`src/sv/smu_pkg.sv`:
```
`timescale 1ns / 1ps
// ----------------------------------------------------------------------------
// smu_pkg
// Shared types and codes of the sorted merge union block.
// ----------------------------------------------------------------------------
package smu_pkg;

   localparam int KEY_W = 27;
   localparam int TAG_W = 16;
   localparam int CMD_W = 2;
   localparam int SRC_W = 2;
   localparam int POS_W = 6;

   localparam logic [CMD_W-1:0] CMD_LOAD_A = 2'd0;
   localparam logic [CMD_W-1:0] CMD_LOAD_B = 2'd1;
   localparam logic [CMD_W-1:0] CMD_MERGE  = 2'd2;

   localparam logic [SRC_W-1:0] SRC_A    = 2'd0;
   localparam logic [SRC_W-1:0] SRC_B    = 2'd1;
   localparam logic [SRC_W-1:0] SRC_BOTH = 2'd2;

   typedef struct packed {
      logic [KEY_W-1:0] key;
      logic [TAG_W-1:0] tag;
   } record_type;

endpackage

```
`src/sv/sorted_merge_union.sv`:
```
`timescale 1ns / 1ps
// ----------------------------------------------------------------------------
// sorted_merge_union
// Loads two key-ordered record lists and streams their union in key order.
// ----------------------------------------------------------------------------
//  channel | direction | handshake            | payload
//  req_    | in        | req_valid/req_stall  | command, key, tag
//  rsp_    | out       | rsp_valid/rsp_stall  | out_key, out_tag, source, position,
//          |           |                      | empty_res, overflow, last
//
// A load transaction is taken whenever req_stall is low. A merge starts from
// idle, and each result then takes a registered store read and a pick of the
// record by the shared key comparator. Up to 2 * LIST_DEPTH results.
// Reset clears the fill counts, the overflow flag and the sequencer; store
// contents are not cleared. While a merge runs req_stall is high, and a held
// result on rsp_ pauses the sequencer until it is taken.
// ----------------------------------------------------------------------------
module sorted_merge_union
   import smu_pkg::*;
#(
   parameter int LIST_DEPTH = 32
) (
   input  logic             clock,
   input  logic             reset,
   input  logic             req_valid,
   output logic             req_stall,
   input  logic [CMD_W-1:0] req_command,
   input  logic [KEY_W-1:0] req_key,
   input  logic [TAG_W-1:0] req_tag,
   output logic             rsp_valid,
   input  logic             rsp_stall,
   output logic [KEY_W-1:0] rsp_out_key,
   output logic [TAG_W-1:0] rsp_out_tag,
   output logic [SRC_W-1:0] rsp_source,
   output logic [POS_W-1:0] rsp_position,
   output logic             rsp_empty_res,
   output logic             rsp_overflow,
   output logic             rsp_last
);

   localparam int CNT_W = $clog2(LIST_DEPTH + 1);
   localparam int IDX_W = (LIST_DEPTH > 1) ? $clog2(LIST_DEPTH) : 1;
   localparam logic [CNT_W-1:0] DEPTH_C = CNT_W'(LIST_DEPTH);

   logic [CNT_W-1:0] count_a_ff, count_a_in, count_b_ff, count_b_in;
   logic             overflow_ff, overflow_in;

   logic             req_accept, is_load_a, is_load_b, wr_a, wr_b, start;
   logic             busy, done;
   logic [IDX_W-1:0] addr_a, addr_b;
   record_type       wr_rec, rd_a, rd_b;

   assign req_stall  = busy;
   assign req_accept = req_valid && !req_stall;
   assign is_load_a  = req_accept && (req_command == CMD_LOAD_A);
   assign is_load_b  = req_accept && (req_command == CMD_LOAD_B);
   assign start      = req_accept && (req_command == CMD_MERGE);
   assign wr_a       = is_load_a && (count_a_ff < DEPTH_C);
   assign wr_b       = is_load_b && (count_b_ff < DEPTH_C);
   assign wr_rec     = '{key: req_key, tag: req_tag};

   always_comb begin
      count_a_in  = count_a_ff;
      count_b_in  = count_b_ff;
      overflow_in = overflow_ff;
      if (done) begin
         count_a_in  = '0;
         count_b_in  = '0;
         overflow_in = 1'b0;
      end else begin
         if (wr_a) begin
            count_a_in = count_a_ff + CNT_W'(1);
         end
         if (wr_b) begin
            count_b_in = count_b_ff + CNT_W'(1);
         end
         // A load into a full list is dropped but remembered.
         if ((is_load_a && !wr_a) || (is_load_b && !wr_b)) begin
            overflow_in = 1'b1;
         end
      end
   end

   always_ff @(posedge clock) begin
      if (reset) begin
         count_a_ff  <= '0;
         count_b_ff  <= '0;
         overflow_ff <= 1'b0;
      end else begin
         count_a_ff  <= count_a_in;
         count_b_ff  <= count_b_in;
         overflow_ff <= overflow_in;
      end
   end

   smu_list_store #(.DEPTH(LIST_DEPTH), .IDX_W(IDX_W)) u_store_a (
      .clock      (clock),
      .wr_en      (wr_a),
      .wr_addr    (count_a_ff[IDX_W-1:0]),
      .wr_data    (wr_rec),
      .rd_addr    (addr_a),
      .rd_data_ff (rd_a)
   );

   smu_list_store #(.DEPTH(LIST_DEPTH), .IDX_W(IDX_W)) u_store_b (
      .clock      (clock),
      .wr_en      (wr_b),
      .wr_addr    (count_b_ff[IDX_W-1:0]),
      .wr_data    (wr_rec),
      .rd_addr    (addr_b),
      .rd_data_ff (rd_b)
   );

   smu_merge_ctrl #(.LIST_DEPTH(LIST_DEPTH), .CNT_W(CNT_W), .IDX_W(IDX_W)) u_ctrl (
      .clock           (clock),
      .reset           (reset),
      .start           (start),
      .count_a         (count_a_ff),
      .count_b         (count_b_ff),
      .overflow        (overflow_ff),
      .rd_a            (rd_a),
      .rd_b            (rd_b),
      .addr_a          (addr_a),
      .addr_b          (addr_b),
      .busy            (busy),
      .done            (done),
      .rsp_stall       (rsp_stall),
      .rsp_valid_ff    (rsp_valid),
      .rsp_key_ff      (rsp_out_key),
      .rsp_tag_ff      (rsp_out_tag),
      .rsp_source_ff   (rsp_source),
      .rsp_position_ff (rsp_position),
      .rsp_empty_ff    (rsp_empty_res),
      .rsp_overflow_ff (rsp_overflow),
      .rsp_last_ff     (rsp_last)
   );

endmodule

```
`src/sv/smu_list_store.sv`:
```
`timescale 1ns / 1ps
// ----------------------------------------------------------------------------
// smu_list_store
// Record memory for one list: one write port, one registered read port.
// ----------------------------------------------------------------------------
module smu_list_store
   import smu_pkg::*;
#(
   parameter int DEPTH = 32,
   parameter int IDX_W = 5
) (
   input  logic             clock,
   input  logic             wr_en,
   input  logic [IDX_W-1:0] wr_addr,
   input  record_type       wr_data,
   input  logic [IDX_W-1:0] rd_addr,
   output record_type       rd_data_ff
);

   record_type mem [DEPTH];

   always_ff @(posedge clock) begin
      if (wr_en) begin
         mem[wr_addr] <= wr_data;
      end
   end

   always_ff @(posedge clock) begin
      rd_data_ff <= mem[rd_addr];
   end

endmodule

```
`src/sv/smu_merge_ctrl.sv`:
```
`timescale 1ns / 1ps
// ----------------------------------------------------------------------------
// smu_merge_ctrl
// Merge sequencer: walks both lists through one key comparator and fills the
// result register, one result per pass.
// ----------------------------------------------------------------------------
module smu_merge_ctrl
   import smu_pkg::*;
#(
   parameter int LIST_DEPTH = 32,
   parameter int CNT_W      = 6,
   parameter int IDX_W      = 5
) (
   input  logic             clock,
   input  logic             reset,
   input  logic             start,
   input  logic [CNT_W-1:0] count_a,
   input  logic [CNT_W-1:0] count_b,
   input  logic             overflow,
   input  record_type       rd_a,
   input  record_type       rd_b,
   output logic [IDX_W-1:0] addr_a,
   output logic [IDX_W-1:0] addr_b,
   output logic             busy,
   output logic             done,
   input  logic             rsp_stall,
   output logic             rsp_valid_ff,
   output logic [KEY_W-1:0] rsp_key_ff,
   output logic [TAG_W-1:0] rsp_tag_ff,
   output logic [SRC_W-1:0] rsp_source_ff,
   output logic [POS_W-1:0] rsp_position_ff,
   output logic             rsp_empty_ff,
   output logic             rsp_overflow_ff,
   output logic             rsp_last_ff
);

   localparam logic [1:0] ST_IDLE = 2'd0;
   localparam logic [1:0] ST_READ = 2'd1;
   localparam logic [1:0] ST_CMP  = 2'd2;

   localparam logic [CNT_W-1:0] DEPTH_C = CNT_W'(LIST_DEPTH);

   logic [1:0]       state_ff, state_in;
   logic [CNT_W-1:0] ptr_a_ff, ptr_a_in, ptr_b_ff, ptr_b_in;
   logic [POS_W-1:0] pos_ff, pos_in;

   logic             rsp_valid_in;
   logic [KEY_W-1:0] rsp_key_in;
   logic [TAG_W-1:0] rsp_tag_in;
   logic [SRC_W-1:0] rsp_source_in;
   logic [POS_W-1:0] rsp_position_in;
   logic             rsp_empty_in, rsp_overflow_in, rsp_last_in;

   logic             a_has, b_has, key_lt, key_eq;
   logic             adv_a, adv_b, pick_a, none_left, last_sel, slot_free;
   logic [SRC_W-1:0] sel_src;
   logic [CNT_W-1:0] ptr_a_nx, ptr_b_nx;

   // An exhausted full list would point past the store; park it at entry zero.
   assign addr_a = (ptr_a_ff < DEPTH_C) ? ptr_a_ff[IDX_W-1:0] : '0;
   assign addr_b = (ptr_b_ff < DEPTH_C) ? ptr_b_ff[IDX_W-1:0] : '0;
   assign busy   = (state_ff != ST_IDLE);

   // The shared comparator.
   assign key_lt = (rd_a.key < rd_b.key);
   assign key_eq = (rd_a.key == rd_b.key);

   assign a_has     = (ptr_a_ff < count_a);
   assign b_has     = (ptr_b_ff < count_b);
   assign none_left = !a_has && !b_has;
   assign slot_free = !rsp_valid_ff || !rsp_stall;

   always_comb begin
      adv_a   = 1'b0;
      adv_b   = 1'b0;
      pick_a  = 1'b1;
      sel_src = SRC_A;
      priority if (none_left) begin
         sel_src = SRC_A;
      end else if (a_has && (!b_has || key_lt)) begin
         adv_a = 1'b1;
      end else if (b_has && (!a_has || !key_eq)) begin
         adv_b   = 1'b1;
         pick_a  = 1'b0;
         sel_src = SRC_B;
      end else begin
         adv_a   = 1'b1;
         adv_b   = 1'b1;
         sel_src = SRC_BOTH;
      end
   end

   assign ptr_a_nx = ptr_a_ff + CNT_W'(adv_a);
   assign ptr_b_nx = ptr_b_ff + CNT_W'(adv_b);
   assign last_sel = !(ptr_a_nx < count_a) && !(ptr_b_nx < count_b);

   always_comb begin
      state_in        = state_ff;
      ptr_a_in        = ptr_a_ff;
      ptr_b_in        = ptr_b_ff;
      pos_in          = pos_ff;
      done            = 1'b0;
      rsp_valid_in    = rsp_valid_ff && rsp_stall;
      rsp_key_in      = rsp_key_ff;
      rsp_tag_in      = rsp_tag_ff;
      rsp_source_in   = rsp_source_ff;
      rsp_position_in = rsp_position_ff;
      rsp_empty_in    = rsp_empty_ff;
      rsp_overflow_in = rsp_overflow_ff;
      rsp_last_in     = rsp_last_ff;
      unique case (state_ff)
         ST_IDLE: begin
            if (start) begin
               ptr_a_in = '0;
               ptr_b_in = '0;
               pos_in   = '0;
               state_in = ST_READ;
            end
         end
         ST_READ: begin
            state_in = ST_CMP;
         end
         ST_CMP: begin
            if (slot_free) begin
               rsp_valid_in    = 1'b1;
               rsp_key_in      = none_left ? '0 : (pick_a ? rd_a.key : rd_b.key);
               rsp_tag_in      = none_left ? '0 : (pick_a ? rd_a.tag : rd_b.tag);
               rsp_source_in   = sel_src;
               rsp_position_in = pos_ff;
               rsp_empty_in    = none_left;
               rsp_overflow_in = overflow;
               rsp_last_in     = last_sel;
               ptr_a_in        = ptr_a_nx;
               ptr_b_in        = ptr_b_nx;
               pos_in          = pos_ff + POS_W'(1);
               if (last_sel) begin
                  done     = 1'b1;
                  state_in = ST_IDLE;
               end else begin
                  state_in = ST_READ;
               end
            end
         end
         default: begin
            state_in = ST_IDLE;
         end
      endcase
   end

   always_ff @(posedge clock) begin
      if (reset) begin
         state_ff     <= ST_IDLE;
         ptr_a_ff     <= '0;
         ptr_b_ff     <= '0;
         pos_ff       <= '0;
         rsp_valid_ff <= 1'b0;
      end else begin
         state_ff     <= state_in;
         ptr_a_ff     <= ptr_a_in;
         ptr_b_ff     <= ptr_b_in;
         pos_ff       <= pos_in;
         rsp_valid_ff <= rsp_valid_in;
      end
   end

   always_ff @(posedge clock) begin
      rsp_key_ff      <= rsp_key_in;
      rsp_tag_ff      <= rsp_tag_in;
      rsp_source_ff   <= rsp_source_in;
      rsp_position_ff <= rsp_position_in;
      rsp_empty_ff    <= rsp_empty_in;
      rsp_overflow_ff <= rsp_overflow_in;
      rsp_last_ff     <= rsp_last_in;
   end

endmodule

```
`config.mk`:
```
export PLATFORM = sky130hd
export DESIGN_NAME = sorted_merge_union
export DESIGN_NICKNAME = d
export VERILOG_FILES = /design/src/sv/smu_pkg.sv /design/src/sv/sorted_merge_union.sv /design/src/sv/smu_list_store.sv /design/src/sv/smu_merge_ctrl.sv
export SDC_FILE = /design/constraint.sdc
export NUM_CORES = 2
export LEC_CHECK = 0
export BUFFER_PORTS_ARGS = -buffer_cell sky130_fd_sc_hd__buf_2
export CAP_MARGIN = 10
export CORE_MARGIN = 1
export CORE_UTILIZATION = 60
export CTS_BUF_LIST = sky130_fd_sc_hd__clkbuf_2 sky130_fd_sc_hd__clkbuf_4 sky130_fd_sc_hd__clkbuf_8
export DETAILED_ROUTE_END_ITERATION = 10
export PLACE_DENSITY_LB_ADDON = 0.08
export SYNTH_ARGS = -nofsm -noshare
export SYNTH_HDL_FRONTEND = slang
export SYNTH_SLANG_ARGS = --single-unit
```
`constraint.sdc`:
```
create_clock -name clock -period 5.95 [get_ports clock]
set_input_delay 1.19 -clock clock [delete_from_list [all_inputs] [get_ports clock]]
set_output_delay 1.19 -clock clock [all_outputs]
set_load 0.005 [all_outputs]
```
==> results_dict.tcl <==
set metrics [dict create \
    report.final.slew_viol_count 0 \
    timing.final.setup_violations 0 \
    vias 55947 \
    cts.root.buffer_cell "clkbuf_8" \
    multi_input_area_um2 25000 \
    path_buf_inv 2 \
    die_area_um2 189000 \
    drtIter0Drc 6626 \
    path_common_cell "ha_1" \
    die_h_um 435 \
    cts_resized 0 \
    drt-wirelength-per-cell_um 32.6 \
    cts-root-to-sink-buffers 4 \
    max_stage_delay_on_crit_path_ps 830 \
    tightest_slew_ps 1320 \
    number_of_antenna_violations_at_the_first_check_in_global_routing 7 \
    routed_wl_um 279000 \
    final_min_period_over_clock_period_pct 82.2 \
    floorplan.io_pins 105 \
    synth_nets 5419 \
    ys.flop_type "edfxtp_1" \
    grt_max_degree 133 \
    area.sequential_um2 86700 \
    final_layout_size_suffix_gt1_share_pct 27.1 \
    hold_path_class "input pin to flop" \
    synth_seq_area_share_pct 76.9 \
    nets 5827 \
    path_class "flop to flop" \
    timing.clock.skew_ps 49.8 \
    totalPowerFinal_w 0.0397 \
    path_clk_slew_ps 60 \
    startpoint_type "flop" \
    core_area_um2 186000 \
    clkLatencyLatePin_ps 1110 \
    status "finished, final reports clean" \
    htree_num_levels 5 \
    synth_warnings 0 \
    fin_crit_ps 4890 \
    row_count 158 \
    avgViaCountPerCell 6.54 \
    synthCells 5310 \
    globalRoute.busiestLayer "met2" \
    initial_util_pct 60.5 \
    globalRouteTotalUtil_pct 29.6 \
    slowest_stage "o31ai_2" \
    numPortBuffers 104 \
    drv_cap 0 \
    maxSlewHeadroom_pct 11.9 \
    critical_path_cell_sequence "inv_1 -> ha_1 -> nand4_1 -> a211oi_1 -> a2111oi_0 -> buf_4 -> o211a_1 -> a21boi_0 -> ha_1 -> ha_1 -> nand3_1 -> xnor2_1 -> ha_1 -> a21o_1 -> a21oi_1 -> o21a_1 -> o31ai_2 -> nor2_1" \
    crit_fanout 13 \
    utilization_pct 67.7 \
    grt_pass1_wl_um 399000 \
    final_cell_mix "2806 x edfxtp_1, 691 x mux2i_1, 516 x mux4_2" \
    unrepaired_setup_endpoints_after_global_routing "false" \
    ant_nets 0 \
    clock_sink_count 2926 \
    hold_viol_final 0 \
    synth_cell_types 50 \
    gp_routability_congestion 0.795 \
    post-cts-setup-buffers 0 \
    met3_resource_use_gr_pct 5.27 \
    synth-edff-count 2806 \
    worstPathArrival_ps 5810 \
    vdd_ir_drop_max_uv 257 \
    worst_ep_required_time_ps 6870 \
    tritoncts "built" \
    grt_use_met2_pct 46.6 \
    route.detailed.drc 0 \
    syn_avg_cell_area_um2 21.2 \
    tritoncts.num_buffers 462 \
    chip_width_um 435 \
    fin_setup_tns_ps 0 \
    grt_pass1_vias 55638 \
    pwr_dens_nw_per_um2 315 \
    critical_path_end_type "flop" \
    cpLargestDelayFamily "compound AO/OA/AOI/OAI gates" \
    most_common_library_cell_in_the_layout_ignoring_fill_and_taps "edfxtp_1" \
    firstDrtPassIters 6 \
    globalRoute.totalOverflow 0 \
    post_synthesis_sequential_element_count 2926 \
    layout_area_overhead_pct 11.9 \
    ys_async_sr_fraction_pct 0 \
    leakagePower_nw 38.9 \
    gr-usage-met1_pct 43.2 \
    layout.filler_cells 11828 \
    synthesis.area_um2 113000 \
    place.detailed.hpwl_um 145000 \
    timing.fmax_ghz 0.204 \
    post_cts_hold_buffer_count 0 \
]
logic make-up after synthesis:
family / count (synthesis) / synth area share, %
buffers and inverters: 351 / 1.40
adders and majority gates: 60 / 0.667
AOI/OAI and AO/OA: 455 / 2.69
and+or+nand+nor: 205 / 0.830
DFF: 2926 / 76.9
xor gates and xnor gates: 20 / 0.156
muxes: 1293 / 17.3
flip-flops by register name, summed over array words and instances (netlist names):
register                count
u_store_a.mem            1376
u_store_b.mem            1376
u_store_a.rd_data_ff       43
u_store_b.rd_data_ff       43
u_ctrl.rsp_key_ff          27
u_ctrl.rsp_tag_ff          16
count_a_ff                  6
count_b_ff                  6
u_ctrl.pos_ff               6
u_ctrl.ptr_a_ff             6
u_ctrl.ptr_b_ff             6
u_ctrl.rsp_position_ff      6
u_ctrl.rsp_source_ff        2
u_ctrl.state_ff             2
overflow_ff                 1
u_ctrl.rsp_empty_ff         1
u_ctrl.rsp_last_ff          1
u_ctrl.rsp_overflow_ff      1
u_ctrl.rsp_valid_ff         1
layout make-up:
class | instances | area share, %
antenna | 8 | 0.0159
inverter | 45 | 0.137
multi-input combinational | 2033 | 19.8
timing repair buffer | 250 | 1.75
tap | 2480 | 2.46
clock buffer | 643 | 6.28
clock inverter | 173 | 0.728
sequential | 2926 | 68.8
metal layers:
layer / routed length, um / vias to the layer above
li1: - / 23077
met2: 134000 / 2741
met5: 13 / -
met3: 23000 / 406
met1: 115000 / 29721
met4: 7040 / 2
final timing paths:
kind | from | end | slack (ps) | depth (start not counted)
min | rsp_stall | u_ctrl.state_ff[1] | 380 | 3
min reg2reg | u_ctrl.pos_ff[5] | u_ctrl.rsp_position_ff[5] | 450 | 0
max reg2reg | u_store_b.rd_data_ff[22] | count_b_ff[3] | 1060 | 18
max | u_store_b.rd_data_ff[22] | count_b_ff[3] | 1060 | 18
power by group:
part | internal [W] | switching, W
clock network | 0.00883 | 0.00758
logic | 0.000142 | 0.000479
registers | 0.0226 | 0.0000281
Yosys cell counts (2+ instances only):
cell,instances,area (um^2)
edfxtp_1,2806,84300
mux2i_1,691,6920
mux4_2,516,11600
o22ai_1,344,2150
clkbuf_1,209,785
dfxtp_1,120,2400
nor2_1,108,405
mux2_2,86,968
ha_1,60,751
buf_2,48,240
a32o_1,43,430
inv_1,43,161
buf_6,26,293
nand2_1,24,90.1
nand3_1,24,120
a21oi_1,22,110
buf_1,22,82.6
xnor2_1,14,123
nand2b_1,13,81.3
a22oi_1,10,75.1
nand4_1,10,62.6
o21ai_0,10,50.1
nor3_1,8,40.0
a211oi_1,6,45.0
a21o_1,6,45.0
xor2_1,6,52.6
nor2b_1,5,31.3
and3_1,3,18.8
o21a_1,3,22.5
nand3b_1,2,15.0
o211ai_1,2,15.0
o31a_1,2,17.5
stage by stage:
step	setup WS (ps)	cell area, um^2	instances	hold WS [ps]
5_1_grt	693	126000	8553	337
2_1_floorplan	1280	113000	5310	409
3_5_place_dp	1190	117000	7733	437
3_3_place_gp	1310	117000	7733	441
4_1_cts	1150	126000	8549	283
6_report	1060	126000	8558	380
worst register-to-register path: stages, from the launching register on:
cell       delay [ps]
dfxtp_1           340
inv_1              50
ha_1              300
nand4_1           390
a211oi_1          320
a2111oi_0         130
buf_4             200
o211a_1           300
a21boi_0          280
ha_1              250
ha_1              250
nand3_1           120
xnor2_1           200
ha_1              310
a21o_1            120
a21oi_1            60
o21a_1            120
o31ai_2           830
nor2_1            130
(Power assumes the default switching activity.)
